===== src/rtl/min_heap_priority_queue_unit_assert.svh =====
// ----------------------------------------------------------------------------
// Assertion macros for the min-heap priority queue
// Shared property forms, clocked on i_clk and held off during reset.
// ----------------------------------------------------------------------------
`ifndef MIN_HEAP_PRIORITY_QUEUE_UNIT_ASSERT_SVH
`define MIN_HEAP_PRIORITY_QUEUE_UNIT_ASSERT_SVH

// same-cycle implication
`define MHPQ_ASSERT_IMPL(name, ante, cons, msg) \
    name: assert property (@(posedge i_clk) disable iff (!i_rst_n) (ante) |-> (cons)) \
        else $error(msg);

// next-cycle implication
`define MHPQ_ASSERT_NEXT(name, ante, cons, msg) \
    name: assert property (@(posedge i_clk) disable iff (!i_rst_n) (ante) |=> (cons)) \
        else $error(msg);

`endif


===== src/rtl/mhpq_pkg.sv =====
// ----------------------------------------------------------------------------
// Min-heap priority queue package
// Sizes, request and status codes, and the controller/datapath interface.
// ----------------------------------------------------------------------------
package mhpq_pkg;

    localparam int CAPACITY = 30;
    localparam int CNT_W    = $clog2(CAPACITY + 1);
    localparam int RAM_DEPTH = CAPACITY + 1;

    localparam int KEY_W  = 16;
    localparam int PAY_W  = 16;
    localparam int ENT_W  = KEY_W + PAY_W;
    localparam int POS_W  = 5;
    localparam int FILL_W = 5;
    localparam int MODE_W = 2;
    localparam int ST_W   = 3;

    localparam int IN_FIELD_W  = KEY_W + PAY_W + POS_W;
    localparam int IN_DATA_W   = ((IN_FIELD_W + 7) / 8) * 8;
    localparam int OUT_FIELD_W = KEY_W + PAY_W + FILL_W;
    localparam int OUT_DATA_W  = ((OUT_FIELD_W + 7) / 8) * 8;
    localparam int OUT_PAD_W   = OUT_DATA_W - OUT_FIELD_W;

    localparam logic [MODE_W-1:0] MODE_INSERT   = 2'd0;
    localparam logic [MODE_W-1:0] MODE_EXTRACT  = 2'd1;
    localparam logic [MODE_W-1:0] MODE_DECREASE = 2'd2;

    localparam logic [ST_W-1:0] ST_OK     = 3'd0;
    localparam logic [ST_W-1:0] ST_FULL   = 3'd1;
    localparam logic [ST_W-1:0] ST_EMPTY  = 3'd2;
    localparam logic [ST_W-1:0] ST_BADPOS = 3'd3;
    localparam logic [ST_W-1:0] ST_NOTDEC = 3'd4;

    typedef enum logic [3:0] {
        OP_NONE,
        OP_LOAD,
        OP_INS_INIT,
        OP_RD_PARENT,
        OP_UP_MOVE,
        OP_PLACE,
        OP_RD_ROOT,
        OP_RD_LAST,
        OP_EX_INIT,
        OP_RD_LEFT,
        OP_RD_RIGHT,
        OP_DN_MOVE,
        OP_RD_DEC,
        OP_DEC_INIT,
        OP_EMIT
    } t_dp_op;

    typedef struct packed {
        t_dp_op          op;
        logic            set_st;
        logic [ST_W-1:0] st;
    } t_dp_cmd;

    typedef struct packed {
        logic [MODE_W-1:0] mode;
        logic              full;
        logic              empty;
        logic              pos_bad;
        logic              not_dec;
        logic              up_more;
        logic              up_move;
        logic              dn_more;
        logic              dn_stop;
        logic              out_busy;
    } t_dp_stat;

endpackage


===== src/rtl/mhpq_ram.sv =====
// ----------------------------------------------------------------------------
// Generic simple dual-port RAM
// One write port, one read port, registered read data.
// ----------------------------------------------------------------------------
module mhpq_ram #(
    parameter int WIDTH = 32,
    parameter int DEPTH = 32
) (
    input  logic                     i_clk,
    input  logic                     i_wr_en,
    input  logic [$clog2(DEPTH)-1:0] i_wr_addr,
    input  logic [WIDTH-1:0]         i_wr_data,
    input  logic                     i_rd_en,
    input  logic [$clog2(DEPTH)-1:0] i_rd_addr,
    output logic [WIDTH-1:0]         o_rd_data
);

    logic [WIDTH-1:0] r_mem [DEPTH];
    logic [WIDTH-1:0] r_rd_data;

    always_ff @(posedge i_clk) begin
        if (i_wr_en) begin
            r_mem[i_wr_addr] <= i_wr_data;
        end
        if (i_rd_en) begin
            r_rd_data <= r_mem[i_rd_addr];
        end
    end

    assign o_rd_data = r_rd_data;

endmodule


===== src/rtl/mhpq_ctrl.sv =====
// ----------------------------------------------------------------------------
// Min-heap priority queue controller
// Sequences each request through the datapath, one heap access per step.
// ----------------------------------------------------------------------------
`include "min_heap_priority_queue_unit_assert.svh"

module mhpq_ctrl
    import mhpq_pkg::*;
(
    input  logic     i_clk,
    input  logic     i_rst_n,
    input  logic     i_in_valid,
    output logic     o_in_ready,
    input  t_dp_stat i_stat,
    output t_dp_cmd  o_cmd
);

    typedef enum logic [3:0] {
        S_IDLE,
        S_DECODE,
        S_EX_ROOT,
        S_EX_LAST,
        S_DN_CHK,
        S_DN_RIGHT,
        S_DN_CMP,
        S_DEC_CHK,
        S_UP_CHK,
        S_UP_CMP,
        S_EMIT
    } t_state;

    t_state  r_state, n_state;
    logic    r_in_ready, n_in_ready;
    t_dp_cmd w_cmd;

    always_comb begin
        n_state    = r_state;
        n_in_ready = r_in_ready;
        w_cmd      = '{op: OP_NONE, set_st: 1'b0, st: ST_OK};
        unique case (r_state)
            S_IDLE: begin
                if (i_in_valid) begin
                    w_cmd.op   = OP_LOAD;
                    n_state    = S_DECODE;
                    n_in_ready = 1'b0;
                end
            end
            S_DECODE: begin
                n_state = S_EMIT;
                priority if (i_stat.mode == MODE_INSERT) begin
                    if (i_stat.full) begin
                        w_cmd.set_st = 1'b1;
                        w_cmd.st     = ST_FULL;
                    end else begin
                        w_cmd.op = OP_INS_INIT;
                        n_state  = S_UP_CHK;
                    end
                end else if (i_stat.mode == MODE_EXTRACT) begin
                    if (i_stat.empty) begin
                        w_cmd.set_st = 1'b1;
                        w_cmd.st     = ST_EMPTY;
                    end else begin
                        w_cmd.op = OP_RD_ROOT;
                        n_state  = S_EX_ROOT;
                    end
                end else if (i_stat.mode == MODE_DECREASE) begin
                    priority if (i_stat.empty) begin
                        w_cmd.set_st = 1'b1;
                        w_cmd.st     = ST_EMPTY;
                    end else if (i_stat.pos_bad) begin
                        w_cmd.set_st = 1'b1;
                        w_cmd.st     = ST_BADPOS;
                    end else begin
                        w_cmd.op = OP_RD_DEC;
                        n_state  = S_DEC_CHK;
                    end
                end else begin
                    // unused request code: report with no change
                    n_state = S_EMIT;
                end
            end
            S_EX_ROOT: begin
                w_cmd.op = OP_RD_LAST;
                n_state  = S_EX_LAST;
            end
            S_EX_LAST: begin
                w_cmd.op = OP_EX_INIT;
                n_state  = S_DN_CHK;
            end
            S_DN_CHK: begin
                if (i_stat.dn_more) begin
                    w_cmd.op = OP_RD_LEFT;
                    n_state  = S_DN_RIGHT;
                end else begin
                    w_cmd.op = OP_PLACE;
                    n_state  = S_EMIT;
                end
            end
            S_DN_RIGHT: begin
                w_cmd.op = OP_RD_RIGHT;
                n_state  = S_DN_CMP;
            end
            S_DN_CMP: begin
                if (i_stat.dn_stop) begin
                    w_cmd.op = OP_PLACE;
                    n_state  = S_EMIT;
                end else begin
                    w_cmd.op = OP_DN_MOVE;
                    n_state  = S_DN_CHK;
                end
            end
            S_DEC_CHK: begin
                if (i_stat.not_dec) begin
                    w_cmd.set_st = 1'b1;
                    w_cmd.st     = ST_NOTDEC;
                    n_state      = S_EMIT;
                end else begin
                    w_cmd.op = OP_DEC_INIT;
                    n_state  = S_UP_CHK;
                end
            end
            S_UP_CHK: begin
                if (i_stat.up_more) begin
                    w_cmd.op = OP_RD_PARENT;
                    n_state  = S_UP_CMP;
                end else begin
                    w_cmd.op = OP_PLACE;
                    n_state  = S_EMIT;
                end
            end
            S_UP_CMP: begin
                if (i_stat.up_move) begin
                    w_cmd.op = OP_UP_MOVE;
                    n_state  = S_UP_CHK;
                end else begin
                    w_cmd.op = OP_PLACE;
                    n_state  = S_EMIT;
                end
            end
            S_EMIT: begin
                // hold until the output register is free
                if (!i_stat.out_busy) begin
                    w_cmd.op   = OP_EMIT;
                    n_state    = S_IDLE;
                    n_in_ready = 1'b1;
                end
            end
            default: begin
                n_state    = S_IDLE;
                n_in_ready = 1'b1;
            end
        endcase
    end

    always_ff @(posedge i_clk) begin
        if (!i_rst_n) begin
            r_state    <= S_IDLE;
            r_in_ready <= 1'b1;
        end else begin
            r_state    <= n_state;
            r_in_ready <= n_in_ready;
        end
    end

    assign o_in_ready = r_in_ready;
    assign o_cmd      = w_cmd;

    `MHPQ_ASSERT_IMPL(a_ready_only_idle, r_in_ready, r_state == S_IDLE, "ready outside idle")
    `MHPQ_ASSERT_NEXT(a_accept_decodes, r_in_ready && i_in_valid, r_state == S_DECODE && !r_in_ready, "accepted beat not decoded")

endmodule


===== src/rtl/mhpq_datapath.sv =====
// ----------------------------------------------------------------------------
// Min-heap priority queue datapath
// Heap RAM, fill count, moving entry, comparators and the result register.
// ----------------------------------------------------------------------------
`include "min_heap_priority_queue_unit_assert.svh"

module mhpq_datapath
    import mhpq_pkg::*;
(
    input  logic              i_clk,
    input  logic              i_rst_n,
    input  t_dp_cmd           i_cmd,
    input  logic [MODE_W-1:0] i_in_mode,
    input  logic [KEY_W-1:0]  i_in_key,
    input  logic [PAY_W-1:0]  i_in_payload,
    input  logic [POS_W-1:0]  i_in_position,
    input  logic              i_out_ready,
    output t_dp_stat          o_stat,
    output logic              o_out_valid,
    output logic [KEY_W-1:0]  o_out_key,
    output logic [PAY_W-1:0]  o_out_payload,
    output logic [ST_W-1:0]   o_out_status,
    output logic [FILL_W-1:0] o_out_fill
);

    logic [MODE_W-1:0] r_mode;
    logic [KEY_W-1:0]  r_key;
    logic [PAY_W-1:0]  r_pay;
    logic [POS_W-1:0]  r_position;
    logic [CNT_W-1:0]  r_count;
    logic [CNT_W-1:0]  r_pos;
    logic [ENT_W-1:0]  r_ent;
    logic [ENT_W-1:0]  r_left;
    logic [KEY_W-1:0]  r_okey;
    logic [PAY_W-1:0]  r_opay;
    logic [ST_W-1:0]   r_status;
    logic              r_out_valid;
    logic [KEY_W-1:0]  r_out_key;
    logic [PAY_W-1:0]  r_out_pay;
    logic [ST_W-1:0]   r_out_st;
    logic [FILL_W-1:0] r_out_fill;

    logic              ram_wr_en;
    logic [CNT_W-1:0]  ram_wr_addr;
    logic [ENT_W-1:0]  ram_wr_data;
    logic              ram_rd_en;
    logic [CNT_W-1:0]  ram_rd_addr;
    logic [ENT_W-1:0]  ram_rd_data;

    logic [CNT_W:0]    w_child;
    logic [CNT_W:0]    w_child_r;
    logic [CNT_W:0]    w_count_x;
    logic              w_has_right;
    logic [KEY_W-1:0]  w_rd_key;
    logic [KEY_W-1:0]  w_ent_key;
    logic [KEY_W-1:0]  w_left_key;
    logic              w_pick_right;
    logic [ENT_W-1:0]  w_child_ent;
    logic [CNT_W:0]    w_child_idx;
    logic [CNT_W-1:0]  w_pos_in;

    mhpq_ram #(
        .WIDTH (ENT_W),
        .DEPTH (RAM_DEPTH)
    ) u_heap_ram (
        .i_clk     (i_clk),
        .i_wr_en   (ram_wr_en),
        .i_wr_addr (ram_wr_addr),
        .i_wr_data (ram_wr_data),
        .i_rd_en   (ram_rd_en),
        .i_rd_addr (ram_rd_addr),
        .o_rd_data (ram_rd_data)
    );

    assign w_child      = {r_pos, 1'b0};
    assign w_child_r    = w_child + (CNT_W + 1)'(1);
    assign w_count_x    = {1'b0, r_count};
    assign w_has_right  = w_child < w_count_x;
    assign w_rd_key     = ram_rd_data[ENT_W-1 -: KEY_W];
    assign w_ent_key    = r_ent[ENT_W-1 -: KEY_W];
    assign w_left_key   = r_left[ENT_W-1 -: KEY_W];
    // right child wins only when the left key is strictly larger
    assign w_pick_right = w_has_right && (w_left_key > w_rd_key);
    assign w_child_ent  = w_pick_right ? ram_rd_data : r_left;
    assign w_child_idx  = w_pick_right ? w_child_r : w_child;
    assign w_pos_in     = CNT_W'(r_position);

    always_comb begin
        o_stat.mode     = r_mode;
        o_stat.full     = r_count == CNT_W'(CAPACITY);
        o_stat.empty    = r_count == '0;
        o_stat.pos_bad  = (r_position == '0)
                       || ({{CNT_W{1'b0}}, r_position} > {{POS_W{1'b0}}, r_count});
        o_stat.not_dec  = r_key > w_rd_key;
        o_stat.up_more  = r_pos > CNT_W'(1);
        // decrease climbs past equal parents, insert only past larger ones
        o_stat.up_move  = (r_mode == MODE_DECREASE) ? (w_ent_key <= w_rd_key)
                                                    : (w_ent_key < w_rd_key);
        o_stat.dn_more  = w_child <= w_count_x;
        o_stat.dn_stop  = w_ent_key <= w_child_ent[ENT_W-1 -: KEY_W];
        o_stat.out_busy = r_out_valid && !i_out_ready;
    end

    always_comb begin
        ram_wr_en   = 1'b0;
        ram_wr_addr = r_pos;
        ram_wr_data = r_ent;
        ram_rd_en   = 1'b0;
        ram_rd_addr = r_pos;
        unique case (i_cmd.op)
            OP_RD_PARENT: begin
                ram_rd_en   = 1'b1;
                ram_rd_addr = r_pos >> 1;
            end
            OP_RD_ROOT: begin
                ram_rd_en   = 1'b1;
                ram_rd_addr = CNT_W'(1);
            end
            OP_RD_LAST: begin
                ram_rd_en   = 1'b1;
                ram_rd_addr = r_count;
            end
            OP_RD_LEFT: begin
                ram_rd_en   = 1'b1;
                ram_rd_addr = w_child[CNT_W-1:0];
            end
            OP_RD_RIGHT: begin
                ram_rd_en   = w_has_right;
                ram_rd_addr = w_child_r[CNT_W-1:0];
            end
            OP_RD_DEC: begin
                ram_rd_en   = 1'b1;
                ram_rd_addr = w_pos_in;
            end
            OP_UP_MOVE: begin
                ram_wr_en   = 1'b1;
                ram_wr_data = ram_rd_data;
            end
            OP_PLACE: begin
                ram_wr_en   = 1'b1;
            end
            OP_DN_MOVE: begin
                ram_wr_en   = 1'b1;
                ram_wr_data = w_child_ent;
            end
            default: begin
                ram_wr_en = 1'b0;
                ram_rd_en = 1'b0;
            end
        endcase
    end

    always_ff @(posedge i_clk) begin
        if (!i_rst_n) begin
            r_count     <= '0;
            r_out_valid <= 1'b0;
        end else begin
            if (i_cmd.op == OP_INS_INIT) begin
                r_count <= r_count + CNT_W'(1);
            end else if (i_cmd.op == OP_EX_INIT) begin
                r_count <= r_count - CNT_W'(1);
            end
            if (i_cmd.op == OP_EMIT) begin
                r_out_valid <= 1'b1;
            end else if (i_out_ready) begin
                r_out_valid <= 1'b0;
            end
        end
    end

    always_ff @(posedge i_clk) begin
        unique case (i_cmd.op)
            OP_LOAD: begin
                r_mode     <= i_in_mode;
                r_key      <= i_in_key;
                r_pay      <= i_in_payload;
                r_position <= i_in_position;
                r_okey     <= '0;
                r_opay     <= '0;
            end
            OP_INS_INIT: begin
                r_pos <= r_count + CNT_W'(1);
                r_ent <= {r_key, r_pay};
            end
            OP_UP_MOVE: begin
                r_pos <= r_pos >> 1;
            end
            OP_RD_LAST: begin
                r_okey <= w_rd_key;
                r_opay <= ram_rd_data[PAY_W-1:0];
            end
            OP_EX_INIT: begin
                r_ent <= ram_rd_data;
                r_pos <= CNT_W'(1);
            end
            OP_RD_RIGHT: begin
                r_left <= ram_rd_data;
            end
            OP_DN_MOVE: begin
                r_pos <= w_child_idx[CNT_W-1:0];
            end
            OP_RD_DEC: begin
                r_pos <= w_pos_in;
            end
            OP_DEC_INIT: begin
                r_ent <= {r_key, ram_rd_data[PAY_W-1:0]};
            end
            OP_EMIT: begin
                r_out_key  <= r_okey;
                r_out_pay  <= r_opay;
                r_out_st   <= r_status;
                r_out_fill <= FILL_W'(r_count);
            end
            default: begin
                r_pos <= r_pos;
            end
        endcase
        if (i_cmd.op == OP_LOAD) begin
            r_status <= ST_OK;
        end else if (i_cmd.set_st) begin
            r_status <= i_cmd.st;
        end
    end

    assign o_out_valid   = r_out_valid;
    assign o_out_key     = r_out_key;
    assign o_out_payload = r_out_pay;
    assign o_out_status  = r_out_st;
    assign o_out_fill    = r_out_fill;

    `MHPQ_ASSERT_IMPL(a_count_in_range, 1'b1, r_count <= CNT_W'(CAPACITY), "fill count above capacity")
    `MHPQ_ASSERT_IMPL(a_write_in_heap, ram_wr_en, ram_wr_addr != '0 && ram_wr_addr <= CNT_W'(CAPACITY), "heap write outside positions")
    `MHPQ_ASSERT_IMPL(a_emit_when_free, i_cmd.op == OP_EMIT, !(r_out_valid && !i_out_ready), "result overwritten while stalled")

endmodule


===== src/rtl/min_heap_priority_queue_unit.sv =====
// ----------------------------------------------------------------------------
// Min-heap priority queue unit
// Binary min-heap of key/payload entries with insert, extract and decrease.
// ----------------------------------------------------------------------------
// The queue takes one request at a time and answers each with exactly one
// result beat carrying a status and the fill count. The heap lives in a RAM
// with one read and one write port and registered read data, so every level
// of a sift first reads the parent, or the children, and then moves the entry.
// A decrease reads its entry before it climbs, and an extract reads the root
// and the last entry before it sinks. An entry moves at most 4 levels in a
// heap of 30 entries. A request refused as full, empty or at a bad position,
// and one in the unused mode, is answered without a heap access; a decrease
// refused for a larger key reads its entry first. A result held by a stalled
// consumer only delays the following request once that one is ready to
// report. No clearing pass is needed after reset.
module min_heap_priority_queue_unit
    import mhpq_pkg::*;
(
    input  logic                  i_clk,
    input  logic                  i_rst_n,
    input  logic                  s_axis_tvalid,
    output logic                  s_axis_tready,
    input  logic [IN_DATA_W-1:0]  s_axis_tdata,  // key, payload, position
    input  logic [MODE_W-1:0]     s_axis_tuser,  // mode
    output logic                  m_axis_tvalid,
    input  logic                  m_axis_tready,
    output logic [OUT_DATA_W-1:0] m_axis_tdata,  // out_key, out_payload, fill_count
    output logic [ST_W-1:0]       m_axis_tuser   // status
);

    t_dp_cmd           w_cmd;
    t_dp_stat          w_stat;
    logic [KEY_W-1:0]  w_out_key;
    logic [PAY_W-1:0]  w_out_pay;
    logic [FILL_W-1:0] w_out_fill;

    mhpq_ctrl u_ctrl (
        .i_clk      (i_clk),
        .i_rst_n    (i_rst_n),
        .i_in_valid (s_axis_tvalid),
        .o_in_ready (s_axis_tready),
        .i_stat     (w_stat),
        .o_cmd      (w_cmd)
    );

    mhpq_datapath u_datapath (
        .i_clk         (i_clk),
        .i_rst_n       (i_rst_n),
        .i_cmd         (w_cmd),
        .i_in_mode     (s_axis_tuser),
        .i_in_key      (s_axis_tdata[KEY_W-1:0]),
        .i_in_payload  (s_axis_tdata[KEY_W +: PAY_W]),
        .i_in_position (s_axis_tdata[KEY_W+PAY_W +: POS_W]),
        .i_out_ready   (m_axis_tready),
        .o_stat        (w_stat),
        .o_out_valid   (m_axis_tvalid),
        .o_out_key     (w_out_key),
        .o_out_payload (w_out_pay),
        .o_out_status  (m_axis_tuser),
        .o_out_fill    (w_out_fill)
    );

    assign m_axis_tdata = {{OUT_PAD_W{1'b0}}, w_out_fill, w_out_pay, w_out_key};

endmodule


===== config.mk =====
export PLATFORM = sky130hd
export DESIGN_NAME = min_heap_priority_queue_unit
export DESIGN_NICKNAME = d
export VERILOG_FILES = /design/src/rtl/mhpq_pkg.sv /design/src/rtl/mhpq_ram.sv /design/src/rtl/mhpq_ctrl.sv /design/src/rtl/mhpq_datapath.sv /design/src/rtl/min_heap_priority_queue_unit.sv
export VERILOG_INCLUDE_DIRS = /design/src /design/src/rtl
export SDC_FILE = /design/constraint.sdc
export NUM_CORES = 2
export LEC_CHECK = 0
export ABC_CLOCK_PERIOD_IN_PS = 18800
export BUFFER_PORTS_ARGS = -buffer_cell sky130_fd_sc_hd__buf_4
export CAP_MARGIN = 20
export CORE_MARGIN = 1
export CORE_UTILIZATION = 32
export DETAILED_ROUTE_END_ITERATION = 10
export PLACE_DENSITY = 0.45
export SETUP_SLACK_MARGIN = 0.05
export SKIP_LAST_GASP = 1
export SYNTH_ARGS = -nofsm -noshare
export SYNTH_HDL_FRONTEND = slang
export SYNTH_SLANG_ARGS = --single-unit

===== constraint.sdc =====
create_clock -name i_clk -period 18.8 [get_ports i_clk]
set_clock_uncertainty 0.05 [all_clocks]
set_input_delay 0.94 -clock i_clk [delete_from_list [all_inputs] [get_ports i_clk]]
set_output_delay 0.94 -clock i_clk [all_outputs]
set_load 0.005 [all_outputs]

==> impl_metrics.yaml <==
outcome:
  status: "completed"
cells_and_area:
  drive_gt1_share_pct: 15.06
  finalInstanceArea_um2: 58470
  syn2layout_area_growth_pct: 15.05
  n_fill_cell: 14870
  layout.nets: 3620
synth:
  yosys.area.top_type_share_pct: 71.14
  syn_area_per_cell_um2: 15.02
  ys.warnings.count: 0
  yosysTopAreaCell: "edfxtp_1"
  synth-seq-cells: 1218
  synth_common_cells: "edfxtp_1 (1204), nand2_1 (438), mux2i_1 (270), a21oi_1 (139), nand3_1 (117)"
  dominantRegCellSynth: "edfxtp_1"
  syn_inst: 3384
  yosysMostFrequentCell: "edfxtp_1"
  ys_async_sr_fraction_pct: 0
  synth.distinct_cells: 90
  synth_area_um2: 50820
  ys_top_cells_by_area: "edfxtp_1 (71%), mux2i_1 (5.3%), nand2_1 (3.2%), ha_1 (1.9%), a21oi_1 (1.4%)"
  synth_edf_count: 1204
  yosysSeqAreaShare_pct: 71.69
grt:
  grt_pass1_vias: 28740
  grt_usage_pct: 17.79
  grt-ovfl-total: 0
  grt_max_degree: 131
  grt_pass1_wl_mm: 207.9
  grt_antenna_before_repair: 6
sta:
  tns_ns: 0
  maxSlewHeadroom_pct: 28.25
  setup_viol: 0
  hold_viol_final: 0
  rsz0062_at_grt: "false"
  fin_crit_sh_pct: 41.47
  maxSlewViolCount: 0
  clock.fmax_mhz: 128.3
  worst-slew-pin-transition_ns: 1.076
  finalCriticalPeriod_ns: 7.796
  worst_slack_ns: 11.00
clock_tree:
  cts_resized: 0
  cts.sinks: 1218
  htreeDepth: 4
  cts.clk_slew.worst_paths_ns: 0.06
  cts_setup_buffers: 0
  clk_path_buf_depth: 3
  cts_tree: "built"
  cts_hold_buf: 0
  cts_root_buf: "clkbuf_16"
  cts_buffers: 136
  insertion_delay_ns: 0.78
critical_path:
  crit_arrival_ns: 8.16
  r2r_cells: 22
  regToRegSetupSlack_ns: 11.00
  critPathLaunch: "u_datapath.u_heap_ram.o_rd_data[17]"
  required_ns: 19.16
  path_max_fanout: 34
  reg2reg_from: "u_datapath.u_heap_ram.o_rd_data[17]"
  critPathCaptureType: "flip-flop"
  crit_path_start_kind: "flip-flop"
  rr_endpoint: "u_datapath.u_heap_ram.r_mem[20][2]"
  critPathKind: "flip-flop to flip-flop"
floorplanning:
  rows: 145
  die_x_um: 400.5
  coreArea_um2: 156900
  start_util_pct: 32.39
  dieArea_um2: 160400
  die_y_um: 400.5
  io_pins: 91
detailed_routing:
  wl_met3_mm: 7.059
  wl_mm: 144.7
  first_pass_iters: 5
  dr_wl_met2_mm: 69.43
  vias: 29310
  drc: 0
  met1_length_mm: 65.40
  avgRoutedWirePerCell_um: 25.53
  highest_layer: "met4"
  viasPerCell: 5.173
  ant_nets: 0
  initialDrtViolationCount: 2455
placement:
  post-place-ws_ns: 10.93
  hpwl_mm: 80.64
  place_area_um2: 54150
  place.gp.congestion: 0.8044
  io_buffers: 84
min_path:
  hold_end: "u_datapath.r_key[12]"
  min_from: "s_axis_tdata[12]"
  hp-class: "input port to flip-flop"
  hold_depth: 1
flow_run:
  maxCapViolations: 0
## critical path: stages, from the launching register on
cell and delay (ns):
edfxtp_1 0.44, inv_1 0.18, ha_1 0.27, nor2b_1 0.13, o21a_1 0.16, o21a_1 0.16
o211ai_1 0.16, a21o_1 0.15, a21boi_0 0.14, o21ai_4 0.16, buf_4 0.47, mux2i_1 0.35
ha_1 0.30, a21oi_1 0.22, nor2_1 0.06, nor4_1 0.45, a31oi_1 0.29, o211ai_1 0.40
o2111a_1 0.37, or2_2 0.19, nand3_1 0.65, nor2_4 1.06, buf_4 0.55
## cell type report
cell class	instances	area [um^2]	share of cell area (%)
multi-input cells	1880	13410	22.93
clock buffers	175	3571	6.107
inverters	68	255.2	0.4365
clock inverters	70	525.5	0.8987
well taps	2058	2575	4.404
diodes	3	7.507	0.01284
flip-flops and latches	1218	36430	62.31
repair buffers	194	1694	2.897
## how the worst max path moves through the flow
stage / endpoint / cells past startpoint
after floorplan: u_datapath.u_heap_ram.r_mem[26][0] / 21
after global placement: u_datapath.u_heap_ram.r_mem[22][4] / 22
after detailed placement: u_datapath.u_heap_ram.r_mem[21][9] / 22
after CTS: u_datapath.u_heap_ram.r_mem[21][3] / 22
after global routing: u_datapath.u_heap_ram.r_mem[20][2] / 22
final: u_datapath.u_heap_ram.r_mem[20][2] / 22
## flip-flops by register name, indices dropped and copies added, names as in the netlist, 2 cells and up
register,cells
u_datapath.r_pos,5
u_datapath.r_mode,2
u_datapath.r_pay,16
u_datapath.o_out_payload,16
u_datapath.r_status,3
u_datapath.u_heap_ram.o_rd_data,32
u_datapath.r_left,32
u_ctrl.r_state,4
u_datapath.o_out_status,3
u_datapath.o_out_key,16
u_datapath.r_position,5
u_datapath.r_count,5
u_datapath.r_ent,32
u_datapath.r_opay,16
u_datapath.r_okey,16
u_datapath.u_heap_ram.r_mem,992
u_datapath.o_out_fill,5
u_datapath.r_key,16
## cells by family (layout without fill, tap and decap cells)
kind of cell	after synthesis	after routing	share of synthesized area, %
buf+inv	288	507	2.831
other cells	1	6	0.007379
flops	1218	1218	71.69
xor+xnor	3	3	0.05171
compound gates	613	613	9.057
simple gates	863	863	8.021
fa+ha+maj	76	76	1.871
mux	322	322	6.470
## cell usage in the layout (no fill, tap or decap), types with 16 or more instances in the layout
cell type	n
and2_1	37
o211ai_1	69
o21ai_2	16
nand4_1	84
nor2_4	34
clkbuf_1	38
inv_1	67
clkinv_1	34
a221o_1	22
o311a_1	31
nor2_1	26
and3_1	23
mux2i_1	269
edfxtp_1	1204
a21oi_1	139
o22ai_1	33
nand2_1	437
ha_1	76
a2111oi_2	31
a22oi_1	78
nand3_1	116
o2111ai_1	64
clkbuf_16	138
o21ai_0	47
nor3_1	39
clkinv_2	17
mux2_2	51
buf_4	177
## layer usage
metal	GRT usage, %	vias up
li1	-	13490
met1	24.27	14940
met2	29.15	698
met3	3.063	174
met4	4.777	0
met5	0	-
## metrics by stage
| stage | hold slack [ns] | std cells | util [%] |
|---|---|---|---|
| final | 0.2887 | 5666 | 37.26 |
| after global routing | 0.2452 | 5664 | 37.26 |
| after CTS | 0.2221 | 5653 | 37.12 |
| after detailed placement | 0.3545 | 5408 | 34.51 |
| after global placement | 0.3505 | 5403 | 34.45 |
| after floorplan | 0.3503 | 3386 | - |
Power is left out: the tool's default activity adds up to more than one toggle a clock period on the data nets, which glitch-free logic cannot reach.
